**config.mk**
```make
export PLATFORM = sky130hd
export DESIGN_NAME = tile_coverage_enumerator
export DESIGN_NICKNAME = d
export VERILOG_FILES = /design/src/rtl/tce_pkg.sv /design/src/rtl/tce_div.sv /design/src/rtl/tile_coverage_enumerator.sv
export SDC_FILE = /design/constraint.sdc
export NUM_CORES = 2
export LEC_CHECK = 0
export BUFFER_PORTS_ARGS = -buffer_cell sky130_fd_sc_hd__buf_2
export CAP_MARGIN = 5
export CORE_MARGIN = 10
export CORE_UTILIZATION = 26
export CTS_CLUSTER_SIZE = 8
export DETAILED_ROUTE_END_ITERATION = 10
export GPL_ROUTABILITY_DRIVEN = 0
export PLACE_DENSITY = 0.41
export SLEW_MARGIN = 20
export SYNTH_ARGS = -nofsm -noshare
export SYNTH_HDL_FRONTEND = slang
export SYNTH_SLANG_ARGS = --single-unit
```
**constraint.sdc**
```tcl
create_clock -name clk_i -period 8.88 [get_ports clk_i]
set_input_delay 0 -clock clk_i [delete_from_list [all_inputs] [get_ports clk_i]]
set_output_delay 0 -clock clk_i [all_outputs]
set_load 0.02 [all_outputs]
```
**src/rtl/tce_pkg.sv**
```systemverilog
// Shared types and constants for the tile coverage enumerator.
`timescale 1ns / 1ps

package tce_pkg;

  // Field widths.
  localparam int unsigned DIM_W  = 16;
  localparam int unsigned IDX_W  = 36;
  localparam int unsigned SMP_W  = 5;
  localparam int unsigned CSMP_W = 4;

  // Run limits.
  localparam int unsigned MAX_RUN     = 64;
  localparam int unsigned MAX_SAMPLES = 16;
  localparam int unsigned RUN_W       = 7;
  localparam int unsigned PROD_W      = 2 * RUN_W;

  // Divider: 17-bit dividend covers a + b - 1 for the ceiling divisions.
  localparam int unsigned DIV_W     = DIM_W + 1;
  localparam int unsigned DIV_STEPS = DIV_W;
  localparam int unsigned DCNT_W    = 5;

  // Configuration register indexes.
  localparam int unsigned CFG_IDX_W = 3;
  localparam logic [CFG_IDX_W-1:0] CFG_IMAGE_WIDTH     = 3'd0;
  localparam logic [CFG_IDX_W-1:0] CFG_IMAGE_HEIGHT    = 3'd1;
  localparam logic [CFG_IDX_W-1:0] CFG_TILE_WIDTH      = 3'd2;
  localparam logic [CFG_IDX_W-1:0] CFG_TILE_HEIGHT     = 3'd3;
  localparam logic [CFG_IDX_W-1:0] CFG_SAMPLE_COUNT    = 3'd4;
  localparam logic [CFG_IDX_W-1:0] CFG_SEPARATE_PLANES = 3'd5;

  // Request to the shared divider.
  typedef struct packed {
    logic             start;
    logic [DIV_W-1:0] dividend;
    logic [DIM_W-1:0] divisor;
  } div_req_t;

  // Response from the shared divider.
  typedef struct packed {
    logic             done;
    logic [DIV_W-1:0] quotient;
  } div_rsp_t;

endpackage

```
**src/rtl/tce_div.sv**
```systemverilog
// Restoring divider, one quotient bit per cycle, shared by all corner divisions.
`timescale 1ns / 1ps

module tce_div
  import tce_pkg::*;
(
  input  logic     clk_i,
  input  logic     rst_ni,
  input  div_req_t req_i,
  output div_rsp_t rsp_o
);

  logic              busy_q;
  logic              done_q;
  logic [DCNT_W-1:0] cnt_q;
  logic [DIM_W-1:0]  rem_q, rem_d;
  logic [DIV_W-1:0]  quo_q, quo_d;
  logic [DIM_W-1:0]  dvs_q;
  logic [DIV_W-1:0]  trial;
  logic [DIV_W-1:0]  diff;
  logic              fits;

  // One trial subtraction per step.
  always_comb begin
    trial = {rem_q, quo_q[DIV_W-1]};
    diff  = trial - {1'b0, dvs_q};
    fits  = (trial >= {1'b0, dvs_q});
    rem_d = fits ? diff[DIM_W-1:0] : trial[DIM_W-1:0];
    quo_d = {quo_q[DIV_W-2:0], fits};
  end

  // Step counter and completion pulse.
  always_ff @(posedge clk_i or negedge rst_ni) begin
    if (!rst_ni) begin
      busy_q <= 1'b0;
      done_q <= 1'b0;
      cnt_q  <= '0;
    end else begin
      done_q <= 1'b0;
      if (req_i.start) begin
        busy_q <= 1'b1;
        cnt_q  <= '0;
      end else if (busy_q) begin
        cnt_q <= cnt_q + DCNT_W'(1);
        if (cnt_q == DCNT_W'(DIV_STEPS - 1)) begin
          busy_q <= 1'b0;
          done_q <= 1'b1;
        end
      end
    end
  end

  // Remainder and quotient shift registers.
  always_ff @(posedge clk_i) begin
    if (req_i.start) begin
      rem_q <= '0;
      quo_q <= req_i.dividend;
      dvs_q <= req_i.divisor;
    end else if (busy_q) begin
      rem_q <= rem_d;
      quo_q <= quo_d;
    end
  end

  assign rsp_o.done     = done_q;
  assign rsp_o.quotient = quo_q;

endmodule

```
**src/rtl/tile_coverage_enumerator.sv**
```systemverilog
// Top level: request check, corner divisions and tile index run output.
//
//   Channel  Direction  Handshake                 Beat
//   in       input      in_valid_i / in_stall_o   region_x, region_y, region_w, region_h
//   out      output     out_valid_o / out_stall_i tile_index, error, last
//   cfg      input      cfg_valid_i / cfg_ready_o cfg_index, cfg_data
//
// The first index of a request is loaded after the check, six divisions on the shared
// divider, the run count and base products, and the load of the output register. Then
// one index leaves per cycle while the output is not stalled, up to 64. An empty or
// out-of-image request gives its error beat after the check; a run over the limit is
// refused after the divisions, also with an error beat.
// Reset idles the sequencer and empties the output; image and tile sizes reset to one.
// A stalled output holds its beat; the next request is taken once the last beat is loaded.
`timescale 1ns / 1ps

module tile_coverage_enumerator
  import tce_pkg::*;
(
  input  logic                 clk_i,
  input  logic                 rst_ni,
  // Request channel.
  input  logic                 in_valid_i,
  output logic                 in_stall_o,
  input  logic [DIM_W-1:0]     region_x_i,
  input  logic [DIM_W-1:0]     region_y_i,
  input  logic [DIM_W-1:0]     region_w_i,
  input  logic [DIM_W-1:0]     region_h_i,
  // Result channel.
  output logic                 out_valid_o,
  input  logic                 out_stall_i,
  output logic [IDX_W-1:0]     tile_index_o,
  output logic                 error_o,
  output logic                 last_o,
  // Configuration write channel.
  input  logic                 cfg_valid_i,
  output logic                 cfg_ready_o,
  input  logic [CFG_IDX_W-1:0] cfg_index_i,
  input  logic [DIM_W-1:0]     cfg_data_i
);

  typedef enum logic [3:0] {
    S_IDLE, S_CHECK, S_DIV_GO, S_DIV_WAIT, S_COUNT, S_SCALE,
    S_MUL_ROW, S_MUL_PLANE, S_EMIT, S_REFUSE
  } state_e;

  typedef enum logic [2:0] {
    OP_COL_START, OP_COL_END, OP_ROW_START, OP_ROW_END, OP_TILES_ACROSS, OP_TILES_DOWN
  } div_op_e;

  state_e  state_q;
  div_op_e op_q;

  // Configuration registers.
  logic [DIM_W-1:0] img_w_q, img_h_q, tile_w_q, tile_h_q;
  logic [SMP_W-1:0] smp_cnt_q;
  logic             sep_q;

  // Request and range registers.
  logic [DIM_W-1:0]  rx_q, ry_q, rw_q, rh_q;
  logic [DIM_W-1:0]  xr_q, yb_q;
  logic [DIM_W-1:0]  cs_q, ce_q, rs_q, re_q;
  logic [DIM_W-1:0]  tpr_q, down_q;
  logic [PROD_W-1:0] prod_q;
  logic [2*DIM_W-1:0] per_plane_q;
  logic [IDX_W-1:0]  plane_base_q, row_base_q;
  logic [DIM_W-1:0]  cur_col_q, cur_row_q;
  logic [CSMP_W-1:0] cur_smp_q;

  // Output register.
  logic             out_valid_q;
  logic [IDX_W-1:0] out_idx_q;
  logic             out_err_q;
  logic             out_last_q;

  // Combinational helpers.
  logic [DIM_W-1:0]   eff_tw, eff_th;
  logic [DIV_W-1:0]   xr_sum, yb_sum;
  logic               refuse_now;
  logic [SMP_W-1:0]   slim;
  logic [DIV_W-1:0]   ncols, nrows;
  logic [PROD_W+SMP_W-1:0] run_len;
  logic [2*DIM_W-1:0] row_off, plane_sz;
  logic [IDX_W-1:0]   cur_idx;
  logic               at_col_end, at_row_end, at_smp_end, at_last;
  logic               slot_free;
  div_req_t           div_req;
  div_rsp_t           div_rsp;

  // Zero tile sizes act as one; sample planes are one unless planes are separate, and saturate to the limit.
  always_comb begin
    eff_tw = (tile_w_q == '0) ? DIM_W'(1) : tile_w_q;
    eff_th = (tile_h_q == '0) ? DIM_W'(1) : tile_h_q;
    if (!sep_q || smp_cnt_q == '0) begin
      slim = SMP_W'(1);
    end else if (smp_cnt_q > SMP_W'(MAX_SAMPLES)) begin
      slim = SMP_W'(MAX_SAMPLES);
    end else begin
      slim = smp_cnt_q;
    end
  end

  // Request bounds check.
  always_comb begin
    xr_sum     = {1'b0, rx_q} + {1'b0, rw_q} - DIV_W'(1);
    yb_sum     = {1'b0, ry_q} + {1'b0, rh_q} - DIV_W'(1);
    refuse_now = (rw_q == '0) || (rh_q == '0) ||
                 (xr_sum >= {1'b0, img_w_q}) || (yb_sum >= {1'b0, img_h_q});
  end

  // Run length and base products.
  always_comb begin
    ncols    = {1'b0, ce_q} - {1'b0, cs_q} + DIV_W'(1);
    nrows    = {1'b0, re_q} - {1'b0, rs_q} + DIV_W'(1);
    run_len  = {{SMP_W{1'b0}}, prod_q} * {{PROD_W{1'b0}}, slim};
    row_off  = {{DIM_W{1'b0}}, rs_q} * {{DIM_W{1'b0}}, tpr_q};
    plane_sz = {{DIM_W{1'b0}}, tpr_q} * {{DIM_W{1'b0}}, down_q};
  end

  // Enumeration position.
  always_comb begin
    cur_idx    = row_base_q + {{(IDX_W-DIM_W){1'b0}}, cur_col_q};
    at_col_end = (cur_col_q == ce_q);
    at_row_end = (cur_row_q == re_q);
    at_smp_end = ({1'b0, cur_smp_q} == (slim - SMP_W'(1)));
    at_last    = at_col_end && at_row_end && at_smp_end;
    slot_free  = !out_valid_q || !out_stall_i;
  end

  // Operand selection for the shared divider.
  always_comb begin
    div_req.start = (state_q == S_DIV_GO);
    unique case (op_q)
      OP_COL_START: begin
        div_req.dividend = {1'b0, rx_q};
        div_req.divisor  = eff_tw;
      end
      OP_COL_END: begin
        div_req.dividend = {1'b0, xr_q};
        div_req.divisor  = eff_tw;
      end
      OP_ROW_START: begin
        div_req.dividend = {1'b0, ry_q};
        div_req.divisor  = eff_th;
      end
      OP_ROW_END: begin
        div_req.dividend = {1'b0, yb_q};
        div_req.divisor  = eff_th;
      end
      OP_TILES_ACROSS: begin
        div_req.dividend = {1'b0, img_w_q} + {1'b0, eff_tw} - DIV_W'(1);
        div_req.divisor  = eff_tw;
      end
      OP_TILES_DOWN: begin
        div_req.dividend = {1'b0, img_h_q} + {1'b0, eff_th} - DIV_W'(1);
        div_req.divisor  = eff_th;
      end
      default: begin
        div_req.dividend = '0;
        div_req.divisor  = DIM_W'(1);
      end
    endcase
  end

  tce_div u_div (
    .clk_i  (clk_i),
    .rst_ni (rst_ni),
    .req_i  (div_req),
    .rsp_o  (div_rsp)
  );

  // Configuration register writes.
  always_ff @(posedge clk_i or negedge rst_ni) begin
    if (!rst_ni) begin
      img_w_q   <= DIM_W'(1);
      img_h_q   <= DIM_W'(1);
      tile_w_q  <= DIM_W'(1);
      tile_h_q  <= DIM_W'(1);
      smp_cnt_q <= SMP_W'(1);
      sep_q     <= 1'b0;
    end else if (cfg_valid_i && cfg_ready_o) begin
      case (cfg_index_i)
        CFG_IMAGE_WIDTH:     img_w_q   <= cfg_data_i;
        CFG_IMAGE_HEIGHT:    img_h_q   <= cfg_data_i;
        CFG_TILE_WIDTH:      tile_w_q  <= cfg_data_i;
        CFG_TILE_HEIGHT:     tile_h_q  <= cfg_data_i;
        CFG_SAMPLE_COUNT:    smp_cnt_q <= cfg_data_i[SMP_W-1:0];
        CFG_SEPARATE_PLANES: sep_q     <= cfg_data_i[0];
        default: ;
      endcase
    end
  end

  // Sequencer with its working registers and the output register.
  always_ff @(posedge clk_i or negedge rst_ni) begin
    if (!rst_ni) begin
      state_q      <= S_IDLE;
      op_q         <= OP_COL_START;
      rx_q         <= '0;
      ry_q         <= '0;
      rw_q         <= '0;
      rh_q         <= '0;
      xr_q         <= '0;
      yb_q         <= '0;
      cs_q         <= '0;
      ce_q         <= '0;
      rs_q         <= '0;
      re_q         <= '0;
      tpr_q        <= DIM_W'(1);
      down_q       <= DIM_W'(1);
      prod_q       <= '0;
      per_plane_q  <= '0;
      plane_base_q <= '0;
      row_base_q   <= '0;
      cur_col_q    <= '0;
      cur_row_q    <= '0;
      cur_smp_q    <= '0;
      out_valid_q  <= 1'b0;
      out_idx_q    <= '0;
      out_err_q    <= 1'b0;
      out_last_q   <= 1'b0;
    end else begin
      // The output register loads a new beat, or empties once its beat is taken.
      if (slot_free && (state_q == S_EMIT || state_q == S_REFUSE)) begin
        out_valid_q <= 1'b1;
      end else if (out_valid_q && !out_stall_i) begin
        out_valid_q <= 1'b0;
      end

      unique case (state_q)
        S_IDLE: begin
          if (in_valid_i) begin
            rx_q    <= region_x_i;
            ry_q    <= region_y_i;
            rw_q    <= region_w_i;
            rh_q    <= region_h_i;
            state_q <= S_CHECK;
          end
        end

        S_CHECK: begin
          xr_q <= xr_sum[DIM_W-1:0];
          yb_q <= yb_sum[DIM_W-1:0];
          op_q <= OP_COL_START;
          if (refuse_now) begin
            state_q <= S_REFUSE;
          end else begin
            state_q <= S_DIV_GO;
          end
        end

        S_DIV_GO: begin
          state_q <= S_DIV_WAIT;
        end

        S_DIV_WAIT: begin
          if (div_rsp.done) begin
            unique case (op_q)
              OP_COL_START:    cs_q   <= div_rsp.quotient[DIM_W-1:0];
              OP_COL_END:      ce_q   <= div_rsp.quotient[DIM_W-1:0];
              OP_ROW_START:    rs_q   <= div_rsp.quotient[DIM_W-1:0];
              OP_ROW_END:      re_q   <= div_rsp.quotient[DIM_W-1:0];
              OP_TILES_ACROSS: tpr_q  <= div_rsp.quotient[DIM_W-1:0];
              OP_TILES_DOWN:   down_q <= div_rsp.quotient[DIM_W-1:0];
              default: ;
            endcase
            if (op_q == OP_TILES_DOWN) begin
              state_q <= S_COUNT;
            end else begin
              op_q    <= div_op_e'(op_q + 3'd1);
              state_q <= S_DIV_GO;
            end
          end
        end

        // Tile columns times rows, each first bounded by the run limit.
        S_COUNT: begin
          if (ncols > DIV_W'(MAX_RUN) || nrows > DIV_W'(MAX_RUN)) begin
            state_q <= S_REFUSE;
          end else begin
            prod_q  <= {{RUN_W{1'b0}}, ncols[RUN_W-1:0]} *
                       {{RUN_W{1'b0}}, nrows[RUN_W-1:0]};
            state_q <= S_SCALE;
          end
        end

        S_SCALE: begin
          if (run_len > (PROD_W+SMP_W)'(MAX_RUN)) begin
            state_q <= S_REFUSE;
          end else begin
            state_q <= S_MUL_ROW;
          end
        end

        S_MUL_ROW: begin
          plane_base_q <= {{(IDX_W-2*DIM_W){1'b0}}, row_off};
          row_base_q   <= {{(IDX_W-2*DIM_W){1'b0}}, row_off};
          state_q      <= S_MUL_PLANE;
        end

        S_MUL_PLANE: begin
          per_plane_q <= plane_sz;
          cur_col_q   <= cs_q;
          cur_row_q   <= rs_q;
          cur_smp_q   <= '0;
          state_q     <= S_EMIT;
        end

        // One index per free output slot: column, then row, then sample plane.
        S_EMIT: begin
          if (slot_free) begin
            out_idx_q   <= cur_idx;
            out_err_q   <= 1'b0;
            out_last_q  <= at_last;
            if (at_last) begin
              state_q <= S_IDLE;
            end else if (!at_col_end) begin
              cur_col_q <= cur_col_q + DIM_W'(1);
            end else if (!at_row_end) begin
              cur_col_q  <= cs_q;
              cur_row_q  <= cur_row_q + DIM_W'(1);
              row_base_q <= row_base_q + {{(IDX_W-DIM_W){1'b0}}, tpr_q};
            end else begin
              cur_col_q    <= cs_q;
              cur_row_q    <= rs_q;
              cur_smp_q    <= cur_smp_q + CSMP_W'(1);
              plane_base_q <= plane_base_q + {{(IDX_W-2*DIM_W){1'b0}}, per_plane_q};
              row_base_q   <= plane_base_q + {{(IDX_W-2*DIM_W){1'b0}}, per_plane_q};
            end
          end
        end

        S_REFUSE: begin
          if (slot_free) begin
            out_idx_q   <= '0;
            out_err_q   <= 1'b1;
            out_last_q  <= 1'b1;
            state_q     <= S_IDLE;
          end
        end

        default: begin
          state_q <= S_IDLE;
        end
      endcase
    end
  end

  assign in_stall_o   = (state_q != S_IDLE);
  assign cfg_ready_o  = 1'b1;
  assign out_valid_o  = out_valid_q;
  assign tile_index_o = out_idx_q;
  assign error_o      = out_err_q;
  assign last_o       = out_last_q;

endmodule
```
Yosys cells after proc, flatten, opt, wreduce, memory -nomap -nowiden
Cells that the tools add are included.
{"block": "totals", "input_bits": 88, "wordCells": 217, "register_bits": 518}
{"block": "op_classes", "reduce_logical": 51, "n_lt_le_gt_ge": 7, "n_eq_ne": 32, "n_bitwise": 1, "mux": 63, "add_sub_neg": 22, "multipliers": 4}
{"op": "36-bit 2-to-1 mux", "count": 10}
{"op": "36-bit case mux with 2 select lines", "count": 3}
{"op": "33-bit case mux with 6 select lines", "count": 1}
{"op": "16-bit 2-to-1 mux", "count": 10}
{"op": "36-bit by 16-bit adder with 36-bit output", "count": 2}
{"op": "16-bit by 16-bit adder with 17-bit output", "count": 4}
{"op": "17-bit by 1-bit subtractor with 17-bit output, second input constant", "count": 4}
{"op": "16-bit zero test", "count": 4}
{"op": "16-bit by 16-bit multiplier with 32-bit output", "count": 2}
{"op": "16-bit case mux with 2 select lines", "count": 2}
{"op": "17-bit by 16-bit >= comparator with 1-bit output", "count": 3}
{"op": "4-bit 2-to-1 mux", "count": 12}
{"op": "4-bit case mux with 10 select lines", "count": 1}
{"op": "36-bit by 32-bit adder with 36-bit output", "count": 1}
{"op": "17-bit by 1-bit adder with 17-bit output, second input constant", "count": 2}
{"op": "17-bit by 7-bit > comparator with 1-bit output, second input constant", "count": 2}
{"op": "17-bit 2-to-1 mux", "count": 2}
{"op": "16-bit by 16-bit subtractor with 17-bit output", "count": 2}
{"op": "16-bit by 1-bit adder with 16-bit output, second input constant", "count": 2}
{"op": "16-bit equality test", "count": 2}
{"op": "3-bit AND reduction", "count": 9}
{"op": "5-bit 2-to-1 mux", "count": 4}
{"op": "19-bit by 7-bit > comparator with 1-bit output, second input constant", "count": 1}
{"op": "14-bit by 5-bit multiplier with 19-bit output", "count": 1}
{"op": "other kinds (35)", "count": 94}

Logic depth before layout (Yosys ltp)
{"block": "logic_depth", "depth_word": 9, "ltp_mapped": 26}

By module
Synthesis repeated with hierarchy kept, for this count alone.
{"block": "hier_totals", "cells_unflattened": 6069, "hier_area_um2": 54352.1}
{"module": "tile_coverage_enumerator", "area_each_um2": 51267.9, "instances": 1, "cells_each": 5791}
{"module": "tce_div", "area_each_um2": 3084.2, "instances": 1, "cells_each": 278}

Worst setup path after synthesis
OpenSTA, ideal clock, no wires.
{"block": "synth_timing", "path_kind": "reg-to-reg", "start": "reg rs_q[3]", "end": "reg row_base_q[31]", "arrival_time_ps": 6328, "n_path_buf": 3, "path_stages_with_launch": 22, "synth_period_minus_slack_ps": 6449, "slack_ps": 2431, "t_required_ps": 8759, "path_cell_list": "dfrtp_1 -> clkbuf_1 -> clkbuf_1 -> nand2_1 -> fa_1 -> inv_1 -> fa_1 -> fa_1 -> fa_1 -> fa_1 -> fa_1 -> ha_1 -> clkbuf_1 -> and4_1 -> o2111ai_1 -> o311ai_0 -> o211ai_1 -> nand3_1 -> a21oi_1 -> o21ai_0 -> nand2_1 -> o22a_1"}
{"block": "synth_between", "elab_chain_len": 2}
{"element": "from (decl)", "line_no": "tile_coverage_enumerator.sv:62", "text": "logic [DIM_W-1:0] cs_q, ce_q, rs_q, re_q;"}
{"element": "from (signal assigned)", "line_no": "tile_coverage_enumerator.sv:261", "text": "OP_ROW_START: rs_q <= div_rsp.quotient[DIM_W-1:0];"}
{"element": "16-bit by 16-bit multiplier with 32-bit output", "line_no": "tile_coverage_enumerator.sv:116", "text": "row_off = {{DIM_W{1'b0}}, rs_q} * {{DIM_W{1'b0}}, tpr_q};"}
{"element": "36-bit case mux with 2 select lines", "line_no": "tile_coverage_enumerator.sv:230", "text": "unique case (state_q)"}
{"element": "to (signal assigned)", "line_no": "tile_coverage_enumerator.sv:297", "text": "row_base_q <= {{(IDX_W-2*DIM_W){1'b0}}, row_off};"}
{"element": "to (signal assigned)", "line_no": "tile_coverage_enumerator.sv:322", "text": "row_base_q <= row_base_q + {{(IDX_W-DIM_W){1'b0}}, tpr_q};"}
{"element": "to (signal assigned)", "line_no": "tile_coverage_enumerator.sv:328", "text": "row_base_q <= plane_base_q + {{(IDX_W-2*DIM_W){1'b0}}, per_plane_q};"}
{"element": "to (decl)", "line_no": "tile_coverage_enumerator.sv:66", "text": "logic [IDX_W-1:0] plane_base_q, row_base_q;"}
Every way passes these cells.
A chain may end at the register's enable or synchronous reset.

Final worst setup path
{"block": "layout_timing", "start": "reg tpr_q[4]", "end": "reg per_plane_q[31]"}
{"block": "layout_between", "elab_chain_len": 1}
{"element": "from (decl)", "line_no": "tile_coverage_enumerator.sv:63", "text": "logic [DIM_W-1:0] tpr_q, down_q;"}
{"element": "from (signal assigned)", "line_no": "tile_coverage_enumerator.sv:263", "text": "OP_TILES_ACROSS: tpr_q <= div_rsp.quotient[DIM_W-1:0];"}
{"element": "16-bit by 16-bit multiplier with 32-bit output", "line_no": "tile_coverage_enumerator.sv:117", "text": "plane_sz = {{DIM_W{1'b0}}, tpr_q} * {{DIM_W{1'b0}}, down_q};"}
{"element": "to (signal assigned)", "line_no": "tile_coverage_enumerator.sv:302", "text": "per_plane_q <= plane_sz;"}
{"element": "to (decl)", "line_no": "tile_coverage_enumerator.sv:65", "text": "logic [2*DIM_W-1:0] per_plane_q;"}
Every way passes these cells.

==> results.ini <==
[sta]
setup_violations = 0
tns_ns = 0
drv_slew = 0
fmax_mhz = 134
fin_crit_ns = 7.45
rsz0062_at_grt = no
tightest_slew_ns = 1.16
period_share = 0.839
finalHoldViolCount = 0
slew_headroom = 0.230
worst_clock_skew_ns = 0.0391

[min_path]
hp-class = in -> reg

[detailed_routing]
num_vias = 42600
drt_wl_total_um = 186000
remaining_drc_errors = 0
first_iter_violations = 2266
top_layer = met4
wl_per_cell_um = 20.8
drt-met1-wl_um = 85100
via_per_inst = 4.78
firstDrtPassIters = 5
met2WireLength_um = 87900
ant_nets = 0
dr_wl_met3_um = 6680

[yosys]
synth-seq-cells = 518
synth_cell_types = 88
synthFlopType = dfrtp_1
yosys_warnings = 0
synth_edf_count = 33
synth_area_um2 = 53900
netlist.area_leader.share = 0.215
syn_area_per_cell_um2 = 8.98
seq_area_frac_synth = 0.242
synthArstFlopShare = 0.905
netlist_top_cells_area = dfrtp_1 21%, fa_1 17%, ha_1 13%, inv_1 6.3%, nand2_1 5.2%
syn_nets = 7121
synth_cells = 5999
synth_area_leader_cell = dfrtp_1

[final_layout]
area_growth_pct = 13.8
instances_no_fill = 8915
layout.nets = 7283
design_area_um2 = 61300
multi_input_area_um2 = 36500
fin_util = 0.297
nFillCells = 21800
drive_gt1_frac = 0.0926
seq_area_um2 = 13100

[placement]
io_buffers = 127
place_hpwl_um = 145000
postPlaceCellArea_um2 = 57600
dp.cells = 8655

[floorplan]
die_h_um = 475
die_area_um2 = 226000
pin_count = 129
die-width_um = 475
coreArea_um2 = 207000
row_count = 167
start_util = 0.261

[power_and_ir_drop]
p_per_area_nw_per_um2 = 221
power.total_w = 0.0135
p_leak_nw = 29.8
peakVddDrop_uv = 160

[cts]
ctsRootBufferMaster = clkbuf_16
cts_resized = 0
cts_made_buffers = 79
cts_setup_buffers = 0
cts_tree = done
cts_max_path_buffers = 3
h-tree-depth = 3
clock_sinks = 518
clk_pin_slew_ns = 0.05
clk-insertion-delay-late_ns = 0.72

[setup_path]
crit_fanout = 23
crit_path_top_delay_cell = dfrtp_1
cp_data_arrival_time_ns = 7.99
worst_ep_required_time_ns = 9.42
start_kind = flip-flop
critPathKind = reg -> reg
cp_top_family = adder cells
crit_chain = buf_4 -> nand2_1 -> fa_1 -> fa_1 -> inv_1 -> ha_1 -> inv_1 -> fa_1 -> inv_1 -> fa_1 -> inv_1 -> fa_1 -> inv_1 -> ha_1 -> a2111oi_0 -> o21ai_0 -> a41o_1 -> a221o_1 -> a311oi_2 -> o21bai_1 -> nor4_1 -> o21bai_1 -> xnor2_1 -> o21ai_0
timing.critical_path.buf_inv = 6
slowest_delay_ns = 1.10
endpoint_kind = flip-flop

[global_route]
gr-usage-all-layers = 0.164
antenna_found_initial = 2
grt_overflow_total = 0
grt_start_max_net_pins = 113
grt_pass1_vias = 44800
grt_pass1_wl_um = 286000

[outcome]
status = finished clean

[flow_run]
maxCapViolations = 0

[flip-flops by register name, summed over array words and instances (netlist names), 17 cells and up]
register	count
per_plane_q	32
plane_base_q	36
u_div.quo_q	17
row_base_q	36
tile_index_o	36
[worst reg2reg max path: cells and delay by family (launching register included)]
family	cells	cell delay, ns
adder cells (fa/ha/maj)	7	2.98
AO/OA/AOI/OAI	8	2.21
flip-flops	1	1.10
buffers and inverters	6	0.61
AND/OR/NAND/NOR	2	0.26
XOR/XNOR	1	0.15
[area by class of cell]
| class | count | share of cell area |
|---|---|---|
| multi-input cells | 4320 | 0.596 |
| flip-flops and latches | 518 | 0.213 |
| inverters | 912 | 0.0558 |
| well taps | 2704 | 0.0552 |
| repair buffers | 330 | 0.0411 |
| clock buffers | 117 | 0.0349 |
| clock inverters | 13 | 0.00398 |
| diodes | 1 | 0.0000408 |
[cell usage after synthesis (all sizes together), types with 14 or more instances]
master     n
a211oi    46
dfxtp     16
o22ai     22
nand2    746
and3      80
inv      910
a22oi     42
o21bai    42
nand3     87
nand4     49
and2     215
o31ai     30
buf       14
clkbuf   235
nor3      48
a21o      88
ha       576
o211ai    24
a31oi     36
xor2     120
dfrtp    462
nor2     233
a2bb2oi   14
or3       22
edfxtp    33
o21ai    292
xnor2    129
a21oi    299
nor2b     31
mux2i     23
nor3b     17
a22o      24
nand2b    34
mux2     231
o21a      37
fa       458
nor4      38
[metal layers]
layer	vias to the layer above	global-route usage
met5	-	0
met4	0	0.0485
met3	206	0.0210
met2	816	0.277
met1	21300	0.217
li1	20400	-
[logic make-up after synthesis]
logic type	share of synthesized area
simple gates	0.145
buf+inv	0.0811
compound gates	0.134
fa+ha+maj	0.304
flops	0.242
mux	0.0531
xor+xnor	0.0405
other cells	0.0000696
[placed cells by master (no fill, tap or decap), types with 73 or more instances in the layout]
master	count
a21o_1	88
a21oi_1	299
and2_1	214
and3_1	80
buf_2	126
buf_4	73
clkbuf_16	79
dfrtp_1	461
dlygate4sd3_1	128
fa_1	458
ha_1	576
inv_1	910
mux2_2	223
nand2_1	745
nand3_1	84
nor2_1	232
o21ai_0	291
xnor2_1	129
xor2_1	120
[through the flow]
step	worst slack [ns]	hold slack (ns)
after floorplan	2.43	-0.296
after global placement	1.50	0.142
after detailed placement	1.45	0.147
after CTS	1.41	0.000105
after global routing	0.751	0.0149
final	1.43	0.0572
[timing repair]
| item | 4_1_cts | 5_1_grt |
|---|---|---|
| endpoints found under the hold margin | 253 | 0 |
| setup endpoints to repair | 0 | 0 |
| hold buffers | 129 | 0 |
[final timing paths]
path                       slack (ns)            start               end  cells past startpoint
max                              1.43         tpr_q[4]   per_plane_q[31]                     24
min                              0.06    region_w_i[2]           rw_q[2]                      3
max reg2reg                      1.43         tpr_q[4]   per_plane_q[31]                     24
min reg2reg                      0.46  u_div.rem_q[15]   u_div.rem_q[15]                      2
max in group asynchronous        6.64           rst_ni       tile_h_q[8]                      5
min in group asynchronous        0.32           rst_ni  tile_index_o[18]                      3
[report_power, final]
group          internal, W  switching (W)
logic              0.00281        0.00398
registers          0.00297       0.000814
clock network      0.00170        0.00126
total              0.00748        0.00606
(Power assumes the default switching activity.)
